===== config.mk =====
export PLATFORM = sky130hd
export DESIGN_NAME = tpa_queue
export DESIGN_NICKNAME = d
export VERILOG_FILES = /design/src/tpa_pkg.sv /design/src/tpa_queue.sv
export SDC_FILE = /design/constraint.sdc
export NUM_CORES = 1
export LEC_CHECK = 0
export BUFFER_PORTS_ARGS = -buffer_cell sky130_fd_sc_hd__buf_2
export CORE_AREA = 2 2 412 414
export CTS_CLUSTER_SIZE = 12
export DETAILED_ROUTE_END_ITERATION = 10
export DIE_AREA = 0 0 414 416
export PLACE_DENSITY_LB_ADDON = 0.25
export SLEW_MARGIN = 5
export SYNTH_ARGS = -nofsm -noshare
export SYNTH_HDL_FRONTEND = slang
export SYNTH_SLANG_ARGS = --single-unit
export TNS_END_PERCENT = 30

===== constraint.sdc =====
create_clock -name clk -period 63.4 [get_ports clk]
set_input_delay 3.17 -clock clk [delete_from_list [all_inputs] [get_ports clk]]
set_output_delay 3.17 -clock clk [all_outputs]
set_load 0.02 [all_outputs]

===== src/tpa_pkg.sv =====
`timescale 1ns / 1ps
// ----------------------------------------------------------------------------
// Triangle primitive assembly package
// Shared types, register indexes and sizing constants of the assembly block.
// ----------------------------------------------------------------------------
package tpa_pkg;

	localparam int INDEX_BITS  = 16;
	localparam int CNT_BITS    = 16;
	localparam int QUEUE_DEPTH = 2;
	localparam int QPTR_BITS   = (QUEUE_DEPTH > 1) ? $clog2(QUEUE_DEPTH) : 1;
	localparam int QCNT_BITS   = $clog2(QUEUE_DEPTH + 1);
	localparam int CFG_IDX_BITS = 3;

	localparam logic [CNT_BITS-1:0] CNT_WRAP    = CNT_BITS'(65534);
	localparam logic [CNT_BITS-1:0] CNT_RESTART = CNT_BITS'(3);

	localparam logic [CFG_IDX_BITS-1:0] CFG_PRIM_MODE = 3'd0;
	localparam logic [CFG_IDX_BITS-1:0] CFG_XX        = 3'd1;
	localparam logic [CFG_IDX_BITS-1:0] CFG_XY        = 3'd2;
	localparam logic [CFG_IDX_BITS-1:0] CFG_TX        = 3'd3;
	localparam logic [CFG_IDX_BITS-1:0] CFG_YX        = 3'd4;
	localparam logic [CFG_IDX_BITS-1:0] CFG_YY        = 3'd5;
	localparam logic [CFG_IDX_BITS-1:0] CFG_TY        = 3'd6;

	localparam logic [1:0] KIND_NEXT   = 2'd0;
	localparam logic [1:0] KIND_OBJECT = 2'd1;
	localparam logic [1:0] KIND_BATCH  = 2'd2;

	typedef enum logic [1:0] {
		MODE_LIST  = 2'd0,
		MODE_STRIP = 2'd1,
		MODE_FAN   = 2'd2,
		MODE_NONE  = 2'd3
	} prim_mode_t;

	typedef struct packed {
		logic        [1:0]  kind;
		logic signed [31:0] pos_x;
		logic signed [31:0] pos_y;
		logic        [31:0] color;
		logic signed [31:0] tex_u;
		logic signed [31:0] tex_v;
		logic        [15:0] texture_id;
		logic signed [15:0] draw_order;
	} vtx_in_t;

	typedef struct packed {
		logic signed [31:0] out_x;
		logic signed [31:0] out_y;
		logic        [31:0] out_color;
		logic signed [31:0] out_u;
		logic signed [31:0] out_v;
		logic        [15:0] out_texture;
		logic signed [15:0] out_order;
		logic        [15:0] object_index;
		logic               last_of_triangle;
	} vtx_out_t;

	typedef struct packed {
		logic signed [31:0] x;
		logic signed [31:0] y;
		logic        [31:0] color;
		logic signed [31:0] u;
		logic signed [31:0] v;
	} vert_t;

	typedef struct packed {
		vert_t [2:0]             vtx;
		logic [15:0]             texture;
		logic signed [15:0]      order;
		logic [INDEX_BITS-1:0]   idx;
	} tri_t;

	typedef struct packed {
		logic signed [31:0] xx;
		logic signed [31:0] xy;
		logic signed [31:0] tx;
		logic signed [31:0] yx;
		logic signed [31:0] yy;
		logic signed [31:0] ty;
	} xform_t;

endpackage


===== src/tpa_queue.sv =====
`timescale 1ns / 1ps
// ----------------------------------------------------------------------------
// Triangle queue
// Short FIFO of completed triangles between the front and the back.
// ----------------------------------------------------------------------------
module tpa_queue
	import tpa_pkg::*;
(
	input  logic      clk,
	input  logic      arst_n,
	input  logic      push,
	input  tri_t      wr_data,
	output logic      full,
	input  logic      pop,
	output logic      head_valid,
	output tri_t      head
);

	tri_t                 mem [QUEUE_DEPTH];
	logic [QPTR_BITS-1:0] wr_ptr_q;
	logic [QPTR_BITS-1:0] rd_ptr_q;
	logic [QCNT_BITS-1:0] count_q;

	assign full        = (count_q == QCNT_BITS'(QUEUE_DEPTH));
	assign head_valid  = (count_q != '0);
	assign head        = mem[rd_ptr_q];

	always_ff @(posedge clk) begin
		if (push)
			mem[wr_ptr_q] <= wr_data;
	end

	always_ff @(posedge clk or negedge arst_n) begin
		if (!arst_n) begin
			wr_ptr_q <= '0;
			rd_ptr_q <= '0;
			count_q  <= '0;
		end else begin
			if (push)
				wr_ptr_q <= (wr_ptr_q == QPTR_BITS'(QUEUE_DEPTH - 1)) ? '0 : wr_ptr_q + 1'b1;
			if (pop)
				rd_ptr_q <= (rd_ptr_q == QPTR_BITS'(QUEUE_DEPTH - 1)) ? '0 : rd_ptr_q + 1'b1;
			if (push && !pop)
				count_q <= count_q + 1'b1;
			else if (pop && !push)
				count_q <= count_q - 1'b1;
		end
	end

	a_no_overflow: assert property (@(posedge clk) disable iff (!arst_n)
		push |-> !full)
		else $error("triangle queue overflow");

	a_no_underflow: assert property (@(posedge clk) disable iff (!arst_n)
		pop |-> head_valid)
		else $error("triangle queue underflow");

	a_count_range: assert property (@(posedge clk) disable iff (!arst_n)
		count_q <= QCNT_BITS'(QUEUE_DEPTH))
		else $error("triangle queue count out of range");

endmodule


## Word-level counts from Yosys, hierarchy flattened

Memory sizes are Yosys's and may differ from the RTL's.
Index checks and enable logic that the tools add are counted.

- Register bits after elaboration: 4
- Latch bits: 0
- Memory bits (writable): 1056
- ROM bits: 0
- Output and inout port bits: 530
- Memories: 1

Memory list:

| memory | depth | width | read ports | clocked after memory_dff | wr ports | RTL line | RTL |
|---|---|---|---|---|---|---|---|
| mem | 2 | 528 | 1 | 0 | 1 | tpa_queue.sv:19 | `tri_t mem [QUEUE_DEPTH];` |

- Add/subtract/negate cells: 4
- $mul: 0
- Div/mod/pow operators: 0
- $lt $le $gt $ge: 0
- Equal/unequal tests: 1
- Shift operators: 0
- Mux-type cells: 6
- Bitwise operators: 0
- Reduce and logical (&&, ||, !) cells: 6

Operators with widths:

| operator | count |
|---|---|
| two-way mux 1 bit | 4 |
| two-way mux 2 bit | 2 |
| nonzero test 2 bit | 2 |
| adder 1 bit (second input constant) | 2 |
| adder 2 x 1 -> 2 bit (second input constant) | 1 |
| equality test 2 bit (second input constant) | 1 |
| logical AND 1 bit | 2 |
| zero test 1 bit | 2 |
| subtractor 2 x 1 -> 2 bit (second input constant) | 1 |

## Depth between registers and ports, before layout

- Depth in word-level cells: 4
- Mapped depth: 5

## Worst setup path before layout

OpenSTA, ideal clock, no wires.

- Path type: input-to-reg
- Start point: in push
- End point: mem mem[0][0] (netlist bit) (enable)
- Data arrival time: 25.804 ns
- Data required time: 61.905 ns
- Path slack: 36.101 ns
- Cell stages on the path: 1
- Buffers on the path: 0
- Path through: nor2b_1

- Cells in the longest elaborated chain, start to end: 2

Ends and longest elaborated chain:

| element | RTL line | RTL |
|---|---|---|
| start, declared | tpa_queue.sv:11 | `input logic push,` |
| two-way mux 1 bit | tpa_queue.sv:29 | `if (push)` |
| two-way mux 1 bit (not written as such) | tpa_queue.sv:30 | `mem[wr_ptr_q] <= wr_data;` |
| end, declared | tpa_queue.sv:19 |  |

No other way between the ends.

==> results <==
- The worst-margin pin slew is 1.03 ns.
- The hold-fix buffer count after cts is 0.
- The detailed-routed wire length on met2 is 58.7 mm.
- The worst min-delay path class is reg -> reg.
- The number of setup violations in the final report is 0.
- After detailed routing, the wire length on met1 is 40.6 mm.
- In the final design database the tool counted 3334 nets.
- Relative to the synthesized area, the layout overhead comes to 29.2%.
- The arrival time reported for the critical path endpoint is 5.50 ns.
- The standard-cell row count is around 150.
- Wires add up to around 110 mm.
- The number of clock buffers added by TritonCTS is 116.
- The count of yosys warnings during synthesis is 0.
- The cell area after synthesis is 38500 µm².
- The number of pins with negative max-slew slack in the final report came to 0.
- In this run the worst setup path begins at rd_ptr_q.
- The startpoint of the worst register-to-register path is wr_ptr_q.
- Summed over all cells, the static leakage comes to 0.0181 µW.
- The global placer's final weighted congestion is 0.837.
- Measured against its own limit, the worst slew margin works out to between 30% and 40%.
- Setup repair after global routing left no endpoint under its margin.
- The required arrival time at the worst endpoint is roughly 60 ns.
- The initial antenna violation count is 54.
- The number of filler instances in the final layout is 16900.
- The iteration count of the initial detailed-routing pass is 5.
- The total I/O pin count is around 1100.
- Global routing used between 10 and 15% of the available tracks.
- The DRC violation count after routing is 0.
- The area of the die is 172000 µm².
- The post-route netlist has 61.2% of its cells at a drive strength greater than 1.
- In this run the vertical extent of the chip is 416 µm.
- The library cell used most frequently in the layout, excluding fill and tap cells, is sky130_fd_sc_hd__buf_2.
- The via count of the first global-routing pass came to 21200.
- In the layout the commonest cells are 1061 x sky130_fd_sc_hd__buf_2, 1056 x sky130_fd_sc_hd__edfxtp_1, 528 x sky130_fd_sc_hd__mux2_2, 118 x sky130_fd_sc_hd__clkbuf_16, 32 x sky130_fd_sc_hd__clkbuf_1.
- Summed over all nets, the half-perimeter wirelength after detailed placement is between 80 and 90 mm.
- The CTS tree is done.
- Counting every sink on the clock net gives 1060.
- The worst setup path is launched from a register.
- In this run, distinct cell masters in the synthesized netlist total 14.
- The synthesized net count is 2192.
- The worst path in the final design needs a cycle of 8.67 ns, including I/O delays and setup.
- The tool flagged a number of max-cap violations equal to 0.
- The ratio of total power to cell area is between 40 and 50 nW/µm².
- The core region is 168000 µm².
- The maximum level of the CTS H-tree is 3.
- The CTS clock-pin slew for the worst setup and hold paths is 0.06 ns.
- The average instance in the mapped netlist occupies between 20 and 25 µm².
- The total power draw is 2350 µW.
- The minimum hold slack is a little under 0.5 ns.
- The source of the worst hold timing path is count_q[1].
- The critical path class is reg -> out.
- Input and output buffers added on the ports amount to 1061.
- Dividing the detail-routed wire length by the instance count gives 22.0 µm.
- For the worst-skew pair, the clock arrives at the later sink with an insertion delay of 0.76 ns.
- The routed design uses 9.45 mm of met3 wire.
- After synthesis the netlist holds a flip-flop and latch count of 1060.
- The routed layout has 20200 vias.
- The uppermost layer routed is met5.
- The worst vdd rail ir drop is 0.0290 mV.
- The share of the cycle needed by the critical path after routing is between 10% and 20%.
- Across the routed clock network, the largest skew measured is 0.0194 ns.
- The detail route stage leaves a number of antenna-violating nets equal to 0.
- The starting utilization of the core area is between 20 and 25%.
- In this run the worst path has a maximum fanout of 86.
- The width of the die is 414 µm.
- Post-CTS timing repair inserted 0 buffers for setup.
- Summed over all failing endpoints, the final setup total negative slack is 0 ns.
- The register area share after synthesis is 82.6%.
- The utilization of the core after routing is 29.6%.
- The total overflow reported by the global router is 0.
- The maximum number of pins on one net before global-route repair is 146.
- The global-route wire length before repair is 155 mm.
- The quantity of gates resized following cts is 0.
- The number of vias per cell after detailed routing is 3.93.
- The timing-limited maximum frequency is 115 MHz.
- The hold violation total from the final report came to 0.
- The maximum clock path buffer count is 3.
- The flow ran to the end, and the final reports show no timing, DRC or antenna violations.
- Clock tree synthesis selected as its root buffer the cell sky130_fd_sc_hd__clkbuf_16.
- The number of cells produced by synthesis is between 1500 and 2000.
- STA classifies the critical path endpoint as an output port.
- The number of violations reported at the end of detailed-routing iteration 0 is roughly 1100.
## per-stage QoR
step / setup WS, ns / instance area, µm² / cells
6_report: 54.73 / 49800 / 5127
2_1_floorplan: 36.10 / 38500 / 1659
4_1_cts: 54.53 / 49700 / 5106
3_5_place_dp: 55.41 / 46100 / 4901
3_3_place_gp: 55.46 / 46100 / 4901
5_1_grt: 54.30 / 49700 / 5122
## where the power goes
group	total [µW]	switching, µW	internal (µW)
combinational	742	475	267
sequential	971	39.5	931
clock	634	273	361
## worst paths after layout
check	endpoint	depth (start not counted)	slack, ns
setup reg to reg	mem[0][366]	5	58.90
max in group asynchronous	rd_ptr_q	1	61.02
min in group asynchronous	count_q[0]	1	2.23
setup / recovery	head[202]	6	54.73
hold / removal	count_q[1]	1	0.48
hold reg to reg	count_q[1]	1	0.48
## state kept, by name, indices dropped and copies added, names as in the netlist
signal	count
mem	1056
count_q	2
rd_ptr_q	1
wr_ptr_q	1
## layer usage
metal	global-route usage [%]	vias up
met3	5.02	239
li1	-	8997
met5	0	-
met4	5.80	32
met1	13.1	10100
met2	22.2	751
## cell usage after synthesis, drive strengths merged
master,number,area [µm²]
nor2,1,3.75
mux2,528,5950
ha,1,12.5
or2,1,6.26
buf,59,654
xor2,4,35.0
nor2b,2,12.5
edfxtp,1056,31700
and2,1,6.26
inv,1,3.75
dfrtp,4,100
xnor2,1,8.76
## cell type report
type | count | area, µm² | area share [%]
inverter | 1 | 3.75 | 0.00754
sequential | 1060 | 31800 | 63.9
clock inverter | 55 | 478 | 0.961
tap | 2218 | 2780 | 5.58
antenna | 21 | 52.6 | 0.106
timing repair buffer | 1083 | 5510 | 11.1
clock buffer | 150 | 3070 | 6.18
multi-input combinational | 539 | 6040 | 12.1
## cells by family (layout without fill, tap and decap cells)
| logic type | Yosys count | in the layout | synth area share [%] |
|---|---|---|---|
| buffers and inverters | 60 | 1289 | 1.71 |
| DFF | 1060 | 1060 | 82.6 |
| adders and majority gates | 1 | 1 | 0.0325 |
| muxes | 528 | 528 | 15.4 |
| and+or+nand+nor | 5 | 5 | 0.0748 |
| other | 0 | 21 | 0 |
| xor gates and xnor gates | 5 | 5 | 0.114 |
## worst max-delay path: stages, from the launching register on
cell and delay [ns]:
sky130_fd_sc_hd__dfrtp_4 0.96, sky130_fd_sc_hd__buf_4 0.73, sky130_fd_sc_hd__buf_4 0.65, sky130_fd_sc_hd__buf_4 0.74
sky130_fd_sc_hd__buf_4 0.89, sky130_fd_sc_hd__mux2_2 0.43, sky130_fd_sc_hd__buf_2 0.16
Note: power is estimated with default switching activity, not from simulation.
