### src/tpa_pkg.sv
`timescale 1ns / 1ps
// ----------------------------------------------------------------------------
// Triangle primitive assembly package
// Shared types, register indexes and sizing constants of the assembly block.
// ----------------------------------------------------------------------------
package tpa_pkg;

	localparam int INDEX_BITS  = 16;
	localparam int CNT_BITS    = 16;
	localparam int QUEUE_DEPTH = 2;
	localparam int QPTR_BITS   = (QUEUE_DEPTH > 1) ? $clog2(QUEUE_DEPTH) : 1;
	localparam int QCNT_BITS   = $clog2(QUEUE_DEPTH + 1);
	localparam int CFG_IDX_BITS = 3;

	localparam logic [CNT_BITS-1:0] CNT_WRAP    = CNT_BITS'(65534);
	localparam logic [CNT_BITS-1:0] CNT_RESTART = CNT_BITS'(3);

	localparam logic [CFG_IDX_BITS-1:0] CFG_PRIM_MODE = 3'd0;
	localparam logic [CFG_IDX_BITS-1:0] CFG_XX        = 3'd1;
	localparam logic [CFG_IDX_BITS-1:0] CFG_XY        = 3'd2;
	localparam logic [CFG_IDX_BITS-1:0] CFG_TX        = 3'd3;
	localparam logic [CFG_IDX_BITS-1:0] CFG_YX        = 3'd4;
	localparam logic [CFG_IDX_BITS-1:0] CFG_YY        = 3'd5;
	localparam logic [CFG_IDX_BITS-1:0] CFG_TY        = 3'd6;

	localparam logic [1:0] KIND_NEXT   = 2'd0;
	localparam logic [1:0] KIND_OBJECT = 2'd1;
	localparam logic [1:0] KIND_BATCH  = 2'd2;

	typedef enum logic [1:0] {
		MODE_LIST  = 2'd0,
		MODE_STRIP = 2'd1,
		MODE_FAN   = 2'd2,
		MODE_NONE  = 2'd3
	} prim_mode_t;

	typedef struct packed {
		logic        [1:0]  kind;
		logic signed [31:0] pos_x;
		logic signed [31:0] pos_y;
		logic        [31:0] color;
		logic signed [31:0] tex_u;
		logic signed [31:0] tex_v;
		logic        [15:0] texture_id;
		logic signed [15:0] draw_order;
	} vtx_in_t;

	typedef struct packed {
		logic signed [31:0] out_x;
		logic signed [31:0] out_y;
		logic        [31:0] out_color;
		logic signed [31:0] out_u;
		logic signed [31:0] out_v;
		logic        [15:0] out_texture;
		logic signed [15:0] out_order;
		logic        [15:0] object_index;
		logic               last_of_triangle;
	} vtx_out_t;

	typedef struct packed {
		logic signed [31:0] x;
		logic signed [31:0] y;
		logic        [31:0] color;
		logic signed [31:0] u;
		logic signed [31:0] v;
	} vert_t;

	typedef struct packed {
		vert_t [2:0]             vtx;
		logic [15:0]             texture;
		logic signed [15:0]      order;
		logic [INDEX_BITS-1:0]   idx;
	} tri_t;

	typedef struct packed {
		logic signed [31:0] xx;
		logic signed [31:0] xy;
		logic signed [31:0] tx;
		logic signed [31:0] yx;
		logic signed [31:0] yy;
		logic signed [31:0] ty;
	} xform_t;

endpackage

### src/tpa_front.sv
`timescale 1ns / 1ps
// ----------------------------------------------------------------------------
// Primitive assembly front
// Accepts vertices, tracks object and vertex counts, holds two vertices and
// hands each completed triangle to the triangle queue.
// ----------------------------------------------------------------------------
module tpa_front
	import tpa_pkg::*;
(
	input  logic       clk,
	input  logic       arst_n,
	input  logic       in_valid,
	output logic       in_stall,
	input  vtx_in_t    in_data,
	input  prim_mode_t mode,
	input  logic       q_full,
	output logic       push,
	output tri_t       tri_rec
);

	vert_t                 held_q [2];
	logic [CNT_BITS-1:0]   cnt_q;
	logic [1:0]            ph_q;
	logic [INDEX_BITS-1:0] obj_q;

	vert_t                 cur;
	vert_t                 held0_n;
	vert_t                 held1_n;
	logic [CNT_BITS-1:0]   cnt;
	logic [CNT_BITS-1:0]   cnt_n;
	logic [1:0]            ph;
	logic [1:0]            ph_n;
	logic [INDEX_BITS-1:0] obj_n;
	logic                  emit;
	logic                  accept;

	assign in_stall = q_full;
	assign accept   = in_valid && !in_stall;

	assign cur.x     = in_data.pos_x;
	assign cur.y     = in_data.pos_y;
	assign cur.color = in_data.color;
	assign cur.u     = in_data.tex_u;
	assign cur.v     = in_data.tex_v;

	always_comb begin
		obj_n = obj_q;
		cnt   = cnt_q;
		ph    = ph_q;
		if (in_data.kind == KIND_BATCH) begin
			obj_n = INDEX_BITS'(1);
			cnt   = '0;
			ph    = '0;
		end else if (in_data.kind == KIND_OBJECT) begin
			obj_n = obj_q + 1'b1;
			cnt   = '0;
			ph    = '0;
		end

		case (mode)
			MODE_LIST:           emit = (ph == 2'd2);
			MODE_STRIP, MODE_FAN: emit = (cnt >= CNT_BITS'(2));
			default:             emit = 1'b0;
		endcase

		held0_n = held_q[0];
		held1_n = held_q[1];
		if (cnt == '0) begin
			held0_n = cur;
		end else if (cnt == CNT_BITS'(1)) begin
			held1_n = cur;
		end else begin
			case (mode)
				MODE_STRIP: begin
					held0_n = held_q[1];
					held1_n = cur;
				end
				MODE_FAN: held1_n = cur;
				MODE_LIST: begin
					if (ph == 2'd0)
						held0_n = cur;
					else if (ph == 2'd1)
						held1_n = cur;
				end
				default: ;
			endcase
		end

		cnt_n = (cnt >= CNT_WRAP) ? CNT_RESTART : cnt + 1'b1;
		ph_n  = (ph == 2'd2) ? 2'd0 : ph + 2'd1;

		tri_rec.vtx[0]  = held_q[0];
		tri_rec.vtx[1]  = held_q[1];
		tri_rec.vtx[2]  = cur;
		tri_rec.texture = in_data.texture_id;
		tri_rec.order   = in_data.draw_order;
		tri_rec.idx     = obj_n - 1'b1;
	end

	assign push = accept && emit;

	always_ff @(posedge clk or negedge arst_n) begin
		if (!arst_n) begin
			held_q[0] <= '0;
			held_q[1] <= '0;
			cnt_q     <= '0;
			ph_q      <= '0;
			obj_q     <= '0;
		end else if (accept) begin
			held_q[0] <= held0_n;
			held_q[1] <= held1_n;
			cnt_q     <= cnt_n;
			ph_q      <= ph_n;
			obj_q     <= obj_n;
		end
	end

endmodule

### config.mk
export PLATFORM = sky130hd
export DESIGN_NAME = tpa_front
export DESIGN_NICKNAME = d
export VERILOG_FILES = /design/src/tpa_pkg.sv /design/src/tpa_front.sv
export SDC_FILE = /design/constraint.sdc
export NUM_CORES = 1
export LEC_CHECK = 0
export ABC_AREA = 1
export BUFFER_PORTS_ARGS = -buffer_cell sky130_fd_sc_hd__buf_2
export CAP_MARGIN = 20
export CORE_AREA = 8 8 281 283
export DETAILED_ROUTE_END_ITERATION = 10
export DIE_AREA = 0 0 289 291
export PLACE_DENSITY = 0.57
export SYNTH_ARGS = -nofsm -noshare
export SYNTH_HDL_FRONTEND = slang
export SYNTH_SLANG_ARGS = --single-unit
### constraint.sdc
create_clock -name clk -period 3.7 [get_ports clk]
set_input_delay 0.74 -clock clk [delete_from_list [all_inputs] [get_ports clk]]
set_output_delay 0.74 -clock clk [all_outputs]
set_load 0.05 [all_outputs]
## Word level (Yosys, flattened, before mapping)

Index checks and enable logic that the tools add are counted.

- Register bits: 354
- Input port bits: 200
- Output and inout bits: 530
- Logic and storage cells: 59

- $add $sub $neg: 4
- $lt $le $gt $ge: 2
- Equality and inequality tests: 11
- Multiplexer cells: 17
- Bitwise gates (word level): 1
- Reductions and logical operators: 11

Operators with widths:

| operator | number |
|---|---|
| $mux 160 | 6 |
| $pmux 160 s2 | 2 |
| $mux 16 | 5 |
| $add 16x1->16 const B | 2 |
| $eq 16x1->1 const B | 1 |
| $ge 16x16->1 const B | 1 |
| $ge 16x2->1 const B | 1 |
| $logic_not 16->1 | 1 |
| $sub 16x1->16 const B | 1 |
| $ne 3x3->1 const B | 3 |
| $eq 2x1->1 const B | 3 |
| $eq 2x2->1 const B | 3 |
| $mux 2 | 3 |
| $reduce_bool 3->1 | 2 |
| $reduce_and 5->1 | 1 |
| $logic_not 2->1 | 2 |
| $reduce_and 4->1 | 1 |
| $add 2x1->2 const B | 1 |
| $logic_and 1x1->1 | 2 |
| $ne 2x2->1 const B | 1 |
| $pmux 1 s2 | 1 |
| $reduce_or 2->1 | 1 |
| $logic_not 1->1 | 1 |
| $not 1->1 | 1 |

## Logic depth before layout (Yosys ltp)

- Depth in word-level cells: 8
- Depth in mapped cells: 17
- Depth with buffers taken out: 15

## Worst setup path before layout

No wires, ideal clock.

- Kind: input-to-output
- Start: input in_data[192] (netlist bit)
- End: output tri_rec[8] (netlist bit)
- Arrival time: 3.946 ns
- Data required time: 2.960 ns
- Setup slack: -0.986 ns
- Stages on the path: 12
- Buffers on the path: 1
- Path through: inv_2 > nand2_1 > nand2_1 > buf_4 > o21ai_0 > ha_1 > inv_1 > nor2_1 > nand2_1 > nor2_1 > nand4_1 > xor2_1

RTL lines:

| what | line | RTL |
|---|---|---|
| from (decl) | tpa_front.sv:14 | `input vtx_in_t in_data,` |
| to (decl) | tpa_front.sv:18 | `output tri_t tri_rec` |

==> impl_results.md <==
- Status: finished, final reports clean
- WL/cell: 18.8 microns
- Clock Skews: 0.0201 ns
- Critical path type: register to primary output
- Reg clk slew, reported paths: 0.06 ns
- Fmax: about 0.28 GHz
- Slew Limit Fails: 0
- Clk sink count: 354
- Die width: 289 microns
- Setup crit end kind: primary output
- Buffers on Ports: between 600 and 700
- EDFF count, synth: 0
- Residual DRC: 0
- Reg area: around 8900 sq um
- Largest net degree at the start of global routing: ~160
- Crit path arrival time: 2.81 ns
- Crit-path most repeated cell: nand3_1
- Worst-path maximum fanout: 8
- Final wirelength: approximately 83 mm
- CP max stage cell: dfrtp_2
- P&R area growth vs syn: 22.0%
- Num ports: between 700 and 800
- Asr flop ratio synth: between 90% and 100%
- Final ANT Viol Nets: 0
- Layout Cells excl Fill: 4428
- Gp weighted congestion: ~0.86
- Final hold violation count: 0
- Max-cap viol count: 0
- Place WS: between 0.15 and 0.2 ns
- Share of layout cells above drive strength 1: between 20% and 30%
- Final worst slack: roughly 0.15 ns
- #FFs+latches synth: roughly 350
- Initial antenna violation count: 1
- Inserted Clock Buffers: 45
- Crit path launch type: register
- Syn avg cell area: 6.88 sq um
- Leading area contributor after synthesis: dfrtp_1
- Vias in the first global route: a little over 20000
- Iteration-0 DRC Markers: 1400
- Yosys top cell area share: around 42%
- Largest cells by area after synthesis: dfrtp_1 42%, nand2_1 28%, nand3_1 12%
- Worst slew pin tran: around 0.95 ns
- HPWL Detailed: 55.4 mm
- Critical Path, Cell by Cell: ha_1 -> nand3_1 -> nor2_1 -> buf_4 -> nand3_1 -> nand2_1 -> nand3_1 -> nand4_1 -> nor2_2 -> xor2_1 -> clkbuf_4
- Overall routing resource usage: between 10% and 20%
- Buf+Inv Stages, Crit Path: 2
- Initial core utilization: 27.9%
- Static leakage power: about 15 nW
- Total placed cells including tap cells: 4345
- Tmin final: approximately 3.5 ns
- Most common flop cell mapped by yosys: dfrtp_1
- Final Cycle Share: a little over nine tenths
- DR vias/cell: roughly 4.8
- Pre-Repair DR Iteration Count: 6
- Remaining Overflow, GRT: 0
- First-pass GRT wire length: roughly 130 mm
- Worst skew pair latency: 0.57 ns
- CTS tree: yes
- Num rows: 101
- # nets final: ~3600
- Hold Path Class: input pin to async pin
- PD cells: between 900 and 1000 nW/um^2
- H-tree Lvls: 2
- Rel. slew slack: 36.8%
- Max stage delay on crit path: about 0.42 ns
- Full die area: 84100 sq um
- CTS Buffer Depth: 3
- Area occupied by multi-input gates: approximately 9500 sq um
- Syn Inst Count: 3031
- DIE HEIGHT: slightly below 300 microns
- Synth Cell Area: 20800 sq um
- Fillers: between 8000 and 9000
- Register area share after synthesis: 42.5%
- Required @ worst endpoint: approximately 3.0 ns
- Worst path top cell family by delay: simple AND/OR/NAND/NOR gates
- Root Buffer: clkbuf_16
- Syn nets: approximately 3200
- Endpoints failing setup: 0
- DR vias: around 21000
- Ys Warns: 0
- Peak supply drop: approximately 0.49 mV
- Core area: about 75000 sq um
- Distinct cells, synth: 28
synthesized netlist by cell type (6+ instances only):
| master | instances |
|---|---|
| nand4_1 | 11 |
| buf_2 | 82 |
| inv_2 | 7 |
| nand3_1 | 520 |
| nor2_1 | 50 |
| buf_4 | 196 |
| xnor2_1 | 7 |
| nand2_2 | 7 |
| nor3_1 | 6 |
| buf_6 | 11 |
| xor2_1 | 14 |
| clkbuf_1 | 93 |
| ha_1 | 9 |
| buf_1 | 10 |
| o22ai_1 | 7 |
| nand2_1 | 1544 |
| o21ai_0 | 30 |
| inv_1 | 53 |
| dfrtp_1 | 354 |
flip-flops by register name, summed over array words and instances, names as in the netlist:
signal   count
obj_q       16
ph_q         2
tri_rec    320
cnt_q       16
final timing paths:
kind / start / endpoint / slack, ns / cells after the start
max: obj_q[0]$_DFFE_PN0P_ / tri_rec[9] / 0.15 / 11
min: arst_n / tri_rec[237]$_DFFE_PN0P_ / 0.20 / 1
max reg2reg: cnt_q[11]$_DFFE_PN0P_ / tri_rec[120]$_DFFE_PN0P_ / 1.44 / 11
min reg2reg: tri_rec[160]$_DFFE_PN0P_ / tri_rec[160]$_DFFE_PN0P_ / 0.46 / 2
max in group asynchronous: arst_n / tri_rec[160]$_DFFE_PN0P_ / 2.48 / 2
min in group clk: in_data[85] / tri_rec[261]$_DFFE_PN0P_ / 0.44 / 3
report_power, final:
part	leakage (nW)	total [W]	internal [W]	switching (W)
clock	0.703	0.00436	0.00259	0.00177
sequential	4.49	0.00698	0.00562	0.00136
combinational	9.58	0.0141	0.00300	0.0111
total	14.8	0.0254	0.0112	0.0142
cell type report:
class,count,area share (%)
Multi-Input combinational cell,2225,37.4
Sequential cell,354,34.8
Timing Repair Buffer,731,16.3
Clock buffer,72,5.38
Tap cell,978,4.81
Inverter,60,0.905
Clock inverter,7,0.315
Antenna cell,1,0.00984
placed cells by master, fill, tap and decap left out, types with 2 or more instances in the layout:
| cell type | synthesis | routed |
|---|---|---|
| nand2_1 | 1544 | 1544 |
| buf_2 | 82 | 659 |
| nand3_1 | 520 | 517 |
| dfrtp_1 | 354 | 353 |
| inv_1 | 53 | 53 |
| clkbuf_16 | 0 | 46 |
| buf_4 | 196 | 45 |
| nor2_1 | 50 | 43 |
| o21ai_0 | 30 | 29 |
| buf_12 | 0 | 24 |
| clkbuf_1 | 93 | 14 |
| xor2_1 | 14 | 12 |
| clkbuf_8 | 0 | 12 |
| nand4_1 | 11 | 11 |
| nor2_2 | 3 | 7 |
| xnor2_1 | 7 | 7 |
| o22ai_1 | 7 | 7 |
| ha_1 | 9 | 7 |
| inv_2 | 7 | 6 |
| nor3_1 | 6 | 6 |
| nand2_8 | 0 | 5 |
| o21bai_1 | 4 | 4 |
| nand3b_1 | 4 | 4 |
| nor2_4 | 1 | 4 |
| a21oi_1 | 4 | 4 |
| nand3_2 | 0 | 3 |
| nand2_2 | 7 | 3 |
| xor2_2 | 0 | 2 |
| clkinvlp_4 | 0 | 2 |
| clkinv_2 | 0 | 2 |
| clkbuf_4 | 0 | 2 |
cell families after synthesis:
| logic type | synth area share (%) |
|---|---|
| flip-flops | 42.5 |
| buffers and inverters | 12.6 |
| AND/OR/NAND/NOR | 42.3 |
| adder cells (fa/ha/maj) | 0.540 |
| AO/OA/AOI/OAI | 1.25 |
| XOR/XNOR | 0.882 |
routing by layer:
layer / vias up / routed length (microns) / share of wire, % / track usage [%]
met5: - / 0 / 0 / 0
met1: 10100 / 35300 / 42 / 24.4
li1: 10100 / - / - / -
met4: 0 / 2220 / 2.7 / 5.46
met2: 829 / 40000 / 48 / 31.6
met3: 132 / 5850 / 7.0 / 3.52
metrics by stage:
| step | utilization (%) | TNS [ns] | area, sq um | hold slack, ns | total power (W) |
|---|---|---|---|---|---|
| 6_report | 34.0 | 0 | 25400 | 0.200 | 0.0254 |
| 5_1_grt | 34.0 | -0.0283 | 25400 | 0.225 | 0.0269 |
| 4_1_cts | 33.9 | 0 | 25400 | 0.192 | 0.0256 |
| 3_5_place_dp | 32.0 | 0 | 23900 | 0.454 | 0.0211 |
| 3_3_place_gp | 32.0 | 0 | 23900 | 0.448 | 0.0210 |
| 2_1_floorplan | - | 0 | 20900 | 0.444 | 0.0172 |
timing repair:
action,CTS,global route
gates cloned,0,0
endpoints found under the hold margin,0,0
setup buffers,0,3
pin swaps,0,5
setup endpoints to repair,3,10
hold buffers,0,0
resized for setup,4,12
No activity file was read; power rests on OpenSTA's default activity.
